--- config.mk ---
export PLATFORM = sky130hd
export DESIGN_NAME = ass_ctrl
export DESIGN_NICKNAME = d
export VERILOG_FILES = /design/src/design/ass_pkg.sv /design/src/design/ass_ctrl.sv
export SDC_FILE = /design/constraint.sdc
export NUM_CORES = 1
export LEC_CHECK = 0
export ABC_AREA = 1
export BUFFER_PORTS_ARGS = -buffer_cell sky130_fd_sc_hd__buf_2
export CORE_MARGIN = 3
export CORE_UTILIZATION = 30
export CTS_BUF_LIST = sky130_fd_sc_hd__clkbuf_8
export DETAILED_ROUTE_END_ITERATION = 8
export GPL_ROUTABILITY_DRIVEN = 0
export HOLD_SLACK_MARGIN = 0.15
export MAX_ROUTING_LAYER = met4
export PLACE_DENSITY = 0.61
export SETUP_SLACK_MARGIN = 0.05
export SLEW_MARGIN = 15
export SYNTH_ARGS = -nofsm -noshare
export SYNTH_HDL_FRONTEND = slang
export SYNTH_SLANG_ARGS = --single-unit
--- constraint.sdc ---
create_clock -name clock -period 2.1 [get_ports clock]
set_clock_uncertainty 0.1 [all_clocks]
set_input_delay 0.105 -clock clock [delete_from_list [all_inputs] [get_ports clock]]
set_output_delay 0.105 -clock clock [all_outputs]
set_load 0.02 [all_outputs]
--- src/design/ass_pkg.sv ---
// Package: shared types and codes for the A* search block.
package ass_pkg;

   localparam logic [1:0] CMD_SET_HEUR = 2'd0;
   localparam logic [1:0] CMD_ADD_EDGE = 2'd1;
   localparam logic [1:0] CMD_RUN      = 2'd2;

   localparam int MAX_NODES = 32;
   localparam int GW = 21;
   localparam int FW = 22;
   localparam logic [GW-1:0] G_MAX = {GW{1'b1}};
   localparam logic [FW-1:0] F_MAX = {FW{1'b1}};
   localparam int MAX_OUT = 32;

   // controller to datapath
   typedef struct packed {
      logic load;       // capture request fields
      logic clear_step; // clear one node's search state
      logic seed;       // put start in open list
      logic pop;        // take head of open list
      logic edge_rd;    // issue edge memory read
      logic relax;      // evaluate edge read data
      logic ins_step;   // one step of ordered insert
      logic explore;    // mark current node explored
      logic walk_rd;    // read parent of walk pointer
      logic walk_adv;   // advance walk pointer
      logic heur_wr;
      logic edge_wr;
   } ass_ctl_type;

   // datapath to controller
   typedef struct packed {
      logic range_ok;     // start and goal in range
      logic clear_done;
      logic open_empty;
      logic edges_done;   // edge index reached degree
      logic need_insert;  // relax produced an insert
      logic ins_done;
      logic goal_hit;
      logic walk_last;
   } ass_sts_type;

endpackage

--- src/design/ass_ctrl.sv ---
// Controller: sequences load, clear, search, and path emission.
module ass_ctrl (
   input  logic                 clock,
   input  logic                 reset,
   input  logic                 start,
   input  logic [1:0]           req_cmd,
   input  ass_pkg::ass_sts_type sts,
   output ass_pkg::ass_ctl_type ctl,
   output logic                 busy,
   output logic                 emit,
   output logic                 emit_found
);
   localparam logic [3:0] S_IDLE  = 4'd0;
   localparam logic [3:0] S_CLEAR = 4'd1;
   localparam logic [3:0] S_POP   = 4'd2;
   localparam logic [3:0] S_EREAD = 4'd3;
   localparam logic [3:0] S_RELAX = 4'd5;
   localparam logic [3:0] S_INS   = 4'd6;
   localparam logic [3:0] S_EXPL  = 4'd7;
   localparam logic [3:0] S_WRD   = 4'd8;
   localparam logic [3:0] S_WOUT  = 4'd9;
   localparam logic [3:0] S_NF    = 4'd10;
   localparam logic [3:0] S_HOLD  = 4'd11;

   logic [3:0] state_ff, state_in;

   always_ff @(posedge clock) begin
      if (reset) state_ff <= S_IDLE;
      else state_ff <= state_in;
   end

   always_comb begin
      state_in = state_ff;
      ctl = '0;
      emit = 1'b0;
      emit_found = 1'b0;
      unique case (state_ff)
         S_IDLE: begin
            if (start) begin
               ctl.load = 1'b1;
               ctl.heur_wr = (req_cmd == ass_pkg::CMD_SET_HEUR);
               ctl.edge_wr = (req_cmd == ass_pkg::CMD_ADD_EDGE);
               if (req_cmd == ass_pkg::CMD_RUN) state_in = S_CLEAR;
               else state_in = S_HOLD;
            end
         end
         // a hold state so edge count updates are visible to the next request
         S_HOLD: state_in = S_IDLE;
         S_CLEAR: begin
            ctl.clear_step = 1'b1;
            if (sts.clear_done) begin
               if (sts.range_ok) begin
                  ctl.seed = 1'b1;
                  state_in = S_POP;
               end else state_in = S_NF;
            end
         end
         S_POP: begin
            if (sts.open_empty) state_in = S_NF;
            else begin
               ctl.pop = 1'b1;
               state_in = S_EREAD;
            end
         end
         S_EREAD: begin
            if (sts.edges_done) state_in = S_EXPL;
            else begin
               ctl.edge_rd = 1'b1;
               state_in = S_RELAX;
            end
         end
         S_RELAX: begin
            ctl.relax = 1'b1;
            state_in = sts.need_insert ? S_INS : S_EREAD;
         end
         S_INS: begin
            ctl.ins_step = 1'b1;
            if (sts.ins_done) state_in = S_EREAD;
         end
         S_EXPL: begin
            ctl.explore = 1'b1;
            state_in = sts.goal_hit ? S_WRD : S_POP;
         end
         S_WRD: begin
            ctl.walk_rd = 1'b1;
            state_in = S_WOUT;
         end
         S_WOUT: begin
            emit = 1'b1;
            emit_found = 1'b1;
            ctl.walk_adv = 1'b1;
            state_in = sts.walk_last ? S_IDLE : S_WRD;
         end
         S_NF: begin
            emit = 1'b1;
            state_in = S_IDLE;
         end
         default: state_in = S_IDLE;
      endcase
   end

   assign busy = (state_ff != S_IDLE);
endmodule

* After elaboration in Yosys (flattened, before gate mapping)
Index checks and enable logic that the tools add are counted.
** Cells by class
- Reduce and logical (&&, ||, !) cells :: 5
- Equal/unequal tests :: 14
- Muxes and demuxes :: 28
** Operators with widths (number)
- $pmux W4 S9 :: 1
- $mux W4 :: 8
- $mux W1 :: 14
- $eq A4 B3 Y1 const B :: 3
- $eq A4 B4 Y1 const B :: 3
- $eq A4 B2 Y1 const B :: 2
- $mux W2 :: 4
- $ne A2 B2 Y1 const B :: 3
- $eq A4 B1 Y1 const B :: 1
- $logic_not A4 Y1 :: 1
- $reduce_bool A4 Y1 :: 1
- $mux W3 :: 1
- $reduce_and A3 Y1 :: 1
- $eq A2 B1 Y1 const B :: 1
- $eq A2 B2 Y1 const B :: 1
- $logic_not A2 Y1 :: 1
- $reduce_or A2 Y1 :: 1
** Word-level totals
- Output and inout port bits :: 15
- Register bits after elaboration :: 4
- Word-level logic and storage cells :: 48

* Logic depth before layout (Yosys ltp)
Gate-level depths: netlist (run 1).
- Depth after elaboration :: 4
- Depth in mapped cells :: 9

* Worst setup path after synthesis (run 1)
OpenSTA, ideal clock, no wires.
- Path kind :: reg2out
- From :: register state_ff[0]
- To :: output port ctl[0] in the netlist's numbering
- Setup slack :: 446 ps
- Arrival :: 1449 ps
- Data required time :: 1895 ps
- Buffers on the path :: 0
- Cell stages (with the launch flop) :: 4
- Path through :: dfxtp_1 -> nor2_1 -> nand2_1 -> nor4_1
** RTL lines
- from (decl) :: RTL line ass_ctrl.sv:25 : logic [3:0] state_ff, state_in;
- from (signal assigned) :: RTL line ass_ctrl.sv:29 : else state_ff <= state_in;
- to (decl) :: RTL line ass_ctrl.sv:8 : output ass_pkg::ass_ctl_type ctl,

==> run metrics, run 1 <==
status=completed; worst path buffer plus inverter count=1; Mean Syn Cell Area=5.46 um^2; port bufs=27; Cell Area, Synth=492 um^2; flop2flop setup slack=0.82 ns; drt pass-1 iters=4; Remaining DRCs=0; DIE AREA=2160 um^2; initial antenna violation count=0; DP Cell Count=131; Crit path largest cell delay=0.38 ns; Slew @ Worst Pin=0.283 ns; Worst setup startpoint=state_ff[0]; setup_tns=0 ns; Worst Reg-to-Reg Cells=8; leakage power total=0.468 nW; CP Class=reg -> out; Post-synth EDFFs=0; vias post-DR=598; largest net degree at the start of global routing=9; Syn Inst Count=90; # rows=13; IO Count=28; HP Class=in -> reg; RR Startpoint=state_ff[3]; CTS tree=done; Routed Antenna Nets=0; later-pin clock latency in the skew report=0.22 ns; CP top delay family=simple AND/OR/NAND/NOR gates; storage element area=80.1 um^2; RSZ-0062 raised after global routing=false; CP max FO=5; fin util=50.1%; Area Growth Syn to Fin=44.3%; hold path startpoint=sts[5]; total gr overflow=0; min Tclk post-route=1.55 ns; Die W=46.5 um; Worst Setup End Kind=output port; Multi-input gate area=322 um^2; fin cells=137; vias in the first global route=525; n_diodes=0; Max clock buf depth=2; Largest Register=state_ff; Stages on worst setup path=4; finished layout cell area=709 um^2; Yosys reg bits=4; hpwl dp=1.10 mm; CTS clk-pin slew, worst paths=0.03 ns; period utilization=73.9%; Setup crit start kind=flip-flop; first-pass GRT wire length=1.99 mm; hold depth=6; starting density of the core=34.7%; CTS Buf Count=3; Req. time, crit path=1.89 ns; vias per inst=4.36; PD cells=1120 nW/um^2; maximum vdd drop=686 uV; Max Cap Viol=0; Fin. Hold Viols=0; FFs w/ async S/R, synth=0%; Clock Sink Count=4; nets=137; unique cell type count in the Yosys netlist=17; fillers=154; max reg flops=4; CP Cell Sequence=nor2_1, nand2_1, nor4_1, buf_2; Syn Nets=103; arrival time of the worst setup path=1.35 ns; Die Ht=46.5 um; Slew HR=81.1%; max frequency=0.644 GHz; routed len/inst=9.16 um; top_reg_cell synth=dfxtp_1; All-Layer GR Usage=13.2%; largest registers=state_ff x4; core area=1420 um^2; share of cells above drive strength 1=39.3%; yosys warns=0; post-synthesis sequential area ratio=16.3%; Final setup viols=0; Slew Viols, Final=0; H-tree depth=1; final wirelength=1.26 mm; placed inst area=638 um^2; root buffer cell=clkbuf_8; CP max-delay cell=dfxtp_1; number of DRC markers in iteration 0=7
## logic make-up (layout without fill, tap and decap cells)
family / Yosys count / after routing / share of synthesized area [%]
compound gates: 6 / 6 / 7.38
simple gates: 57 / 57 / 58.0
flops: 4 / 4 / 16.3
buf+inv: 23 / 55 / 18.3
## area by class of cell
cell class	count	share of cell area [%]
inverters	22	11.6
repair buffers	30	23.3
clock buffers	3	5.82
well taps	15	2.65
multi-input cells	63	45.3
flip-flops and latches	4	11.3
## layer usage
layer  GRT usage (%)  vias to the layer above  wire [um]
li1                -                      334          -
met5               -                        -          0
met4            5.11                        0         13
met3            2.34                        2         53
met2            22.5                       10        638
met1            15.1                      252        550
## cells in the mapped netlist, types with 2 or more instances
library cell / count / area share [%]
nand2_1: 27 / 21
a21oi_1: 3 / 3.1
nor4_1: 3 / 3.8
nor2_2: 5 / 6.4
nor2_1: 8 / 6.1
inv_2: 5 / 3.8
nand3_1: 7 / 7.1
inv_1: 16 / 12
nand2_4: 2 / 4.6
nand2_2: 2 / 2.5
dfxtp_1: 4 / 16
nor2_4: 3 / 6.9
## worst register-to-register path, stage by stage (launching register included)
cell and delay, ns:
dfxtp_1 0.47, nand2_1 0.13, nor2_2 0.15, nand2_1 0.08
o21ai_2 0.06, inv_2 0.04, nand2_1 0.07, nand2_1 0.06
nor2_2 0.07
## placed cells by master, fill, tap and decap left out
cell           Yosys  layout
inv_1             16      16
a21oi_1            3       3
nor4_1             3       3
clkinv_1           1       1
nand2_2            2       2
nand2_1           27      27
o21ai_2            1       1
o21ai_0            1       1
buf_2              0      27
nand2_4            2       2
nand3_1            7       7
dlygate4sd3_1      0       3
o21bai_1           1       1
nor2_2             5       5
inv_2              5       5
dfxtp_1            4       4
nor2_1             8       8
nor2_4             3       3
clkbuf_8           0       3
## per-stage QoR
step           hold WS, ns  power [mW]  setup WS, ns
2_1_floorplan       0.0719       0.516         0.446
3_3_place_gp         0.212       0.642         0.781
3_5_place_dp         0.215       0.638         0.761
4_1_cts              0.219       0.808         0.530
5_1_grt              0.284       0.878         0.375
6_report             0.228       0.798         0.547
## power by group
| part | switching (mW) | internal, mW |
|---|---|---|
| Combinational | 0.324 | 0.171 |
| Clock | 0.0392 | 0.122 |
| Sequential | 0.0417 | 0.0995 |
## worst paths after layout
path | end
max | ctl[1]
min | state_ff[0]
max reg2reg | state_ff[3]
min reg2reg | state_ff[0]
## what timing repair did
item / 4_1_cts / 5_1_grt
hold buffers: 3 / 0
endpoints found under the hold margin: 4 / 0
gates resized for setup: 0 / 0
buffers inserted: 0 / 0
(Power assumes the default switching activity.)
==> run 2: changes to the inputs <==
--- a/config.mk
+++ b/config.mk
@@ -14,7 +14,7 @@
 export GPL_ROUTABILITY_DRIVEN = 0
 export HOLD_SLACK_MARGIN = 0.15
 export MAX_ROUTING_LAYER = met4
-export PLACE_DENSITY = 0.61
+export PLACE_DENSITY = 0.63
 export SETUP_SLACK_MARGIN = 0.05
 export SLEW_MARGIN = 15
 export SYNTH_ARGS = -nofsm -noshare
==> constraint.sdc (replaced) <==
create_clock -name clock -period 1.3 [get_ports clock]
set_clock_uncertainty 0.1 [all_clocks]
set_input_delay 0.065 -clock clock [delete_from_list [all_inputs] [get_ports clock]]
set_output_delay 0.065 -clock clock [all_outputs]
set_load 0.02 [all_outputs]
==> run metrics, run 2 (synthesized netlist as in run 1, its figures left out) <==
metal2 WL=778 um; All-Layer GR Usage=15.4%; CP max FO=4; vias in the first global route=532; CP Cell Sequence=nor2_4, buf_6, nand2_4, nor2_4, buf_6; Clock Sink Count=4; RSZ-0062 raised after global routing=true; RR Startpoint=state_ff[3]; first-pass GRT wire length=2.30 mm; CTS clk-pin slew, worst paths=0.03 ns; setup_tns=-0.0793 ns; commonest cells after routing, fill and taps aside=nand2_1, buf_2, inv_1; flop2flop setup slack=0.02 ns; Final setup viols=4; arrival time of the worst setup path=1.17 ns; Remaining DRCs=0; CP max-delay cell=dfxtp_4; core area=1420 um^2; later-pin clock latency in the skew report=0.21 ns; port bufs=27; Req. time, crit path=1.13 ns; Crit path largest cell delay=0.36 ns; CTS tree=done; hpwl dp=1.12 mm; n_diodes=0; HP Class=in -> reg; met1 wire length=646 um; Slew @ Worst Pin=0.236 ns; maximum vdd drop=1010 uV; routed len/inst=10.9 um; CP Class=reg -> out; PD cells=1800 nW/um^2; Area Growth Syn to Fin=97.5%; Worst Reg-to-Reg Cells=8; Worst setup startpoint=state_ff[3]; min Tclk post-route=1.34 ns; commonest non-fill, non-tap cell in the layout=nand2_1; drt pass-1 iters=4; R2R Path End=state_ff[0]; Worst Setup End Kind=output port; largest net degree at the start of global routing=7; Max clock buf depth=2; Routed Antenna Nets=0; H-tree depth=1; # rows=13; IO Count=28; Die W=46.5 um; CTS Buf Count=3; Max Cap Viol=0; metal3 WL=113 um; nets=141; failing checks=negative setup slack; initial antenna violation count=0; max layer used=met3; root buffer cell=clkbuf_8; vias post-DR=618; leakage power total=0.527 nW; share of cells above drive strength 1=61.9%; max frequency=0.748 GHz; Die Ht=46.5 um; number of DRC markers in iteration 0=7; Fin. Hold Viols=0; starting density of the core=34.7%; DIE AREA=2160 um^2; status=complete, but fails checks; Largest Register=state_ff; max reg flops=4; final wirelength=1.54 mm; hold_ws=0.199 ns; vias per inst=4.38; total gr overflow=0; Setup crit start kind=flip-flop; period utilization=103%; Slew Viols, Final=0; PnR worst setup slack=-0.0371 ns; fillers=115; worst setup path end=ctl[8]; Slew HR=84.2%; largest registers=state_ff x4
run 2: changes by cell type in the layout (fill, tap and decap cells not counted), sizes merged:
cell,delta
inv,+1
clkinv,-1
buf,+4
run 2: per-layer routing:
metal / GRT usage [%] / vias up
li1: - / 340
met3: 3.52 / 0
met1: 19.3 / 259
met5: - / -
met2: 25.0 / 19
met4: 3.41 / 0
run 2: cell type report:
type | instances | area (um^2) | area share (%)
clock buffers | 3 | 41.3 | 4.25
inverters | 22 | 87.6 | 9.02
multi-input cells | 63 | 467 | 48.1
flip-flops and latches | 4 | 95.1 | 9.79
well taps | 15 | 18.8 | 1.93
repair buffers | 34 | 262 | 26.9
run 2: repair_timing:
item                       in CTS  in global routing
setup buffers                   3                  0
hold endpoints to repair        4                  0
pin swaps                       7                 10
resized for setup              23                 35
hold buffers                    3                  0
setup endpoints to repair      19                 18
run 2: metrics by stage:
step	worst slack (ns)	utilization, %	area (um^2)	cells	total power [mW]
finish	-0.0371	68.6	971	141	1.75
global route	-0.0976	68.6	971	141	1.90
CTS	-0.00492	60.7	858	141	1.55
detailed placement	-0.0224	49.5	701	132	1.12
global placement	-0.0389	49.5	701	132	1.12
floorplan	0.0463	-	547	90	0.902
run 2: report_power, final:
| group | total, mW | internal [mW] | switching, mW |
|---|---|---|---|
| Combinational | 1.21 | 0.487 | 0.726 |
| Sequential | 0.281 | 0.181 | 0.101 |
| Clock | 0.251 | 0.197 | 0.0548 |
| Total | 1.75 | 0.864 | 0.882 |
run 2: worst max-delay path: cells and delay by family (launching register included):
kind / cells / cell delay, ns
flops: 1 / 0.36
buf+inv: 2 / 0.26
simple gates: 3 / 0.35
run 2: how the worst min path moves through the flow:
| stage | cells after the start | from | to | slack [ns] |
|---|---|---|---|---|
| CTS | 6 | sts[5] | state_ff[0] | 0.20 |
| floorplan | 1 | reset | state_ff[3] | 0.02 |
| global placement | 2 | reset | state_ff[3] | 0.16 |
| global route | 6 | sts[5] | state_ff[0] | 0.24 |
| finish | 5 | sts[3] | state_ff[2] | 0.20 |
| detailed placement | 2 | reset | state_ff[3] | 0.16 |
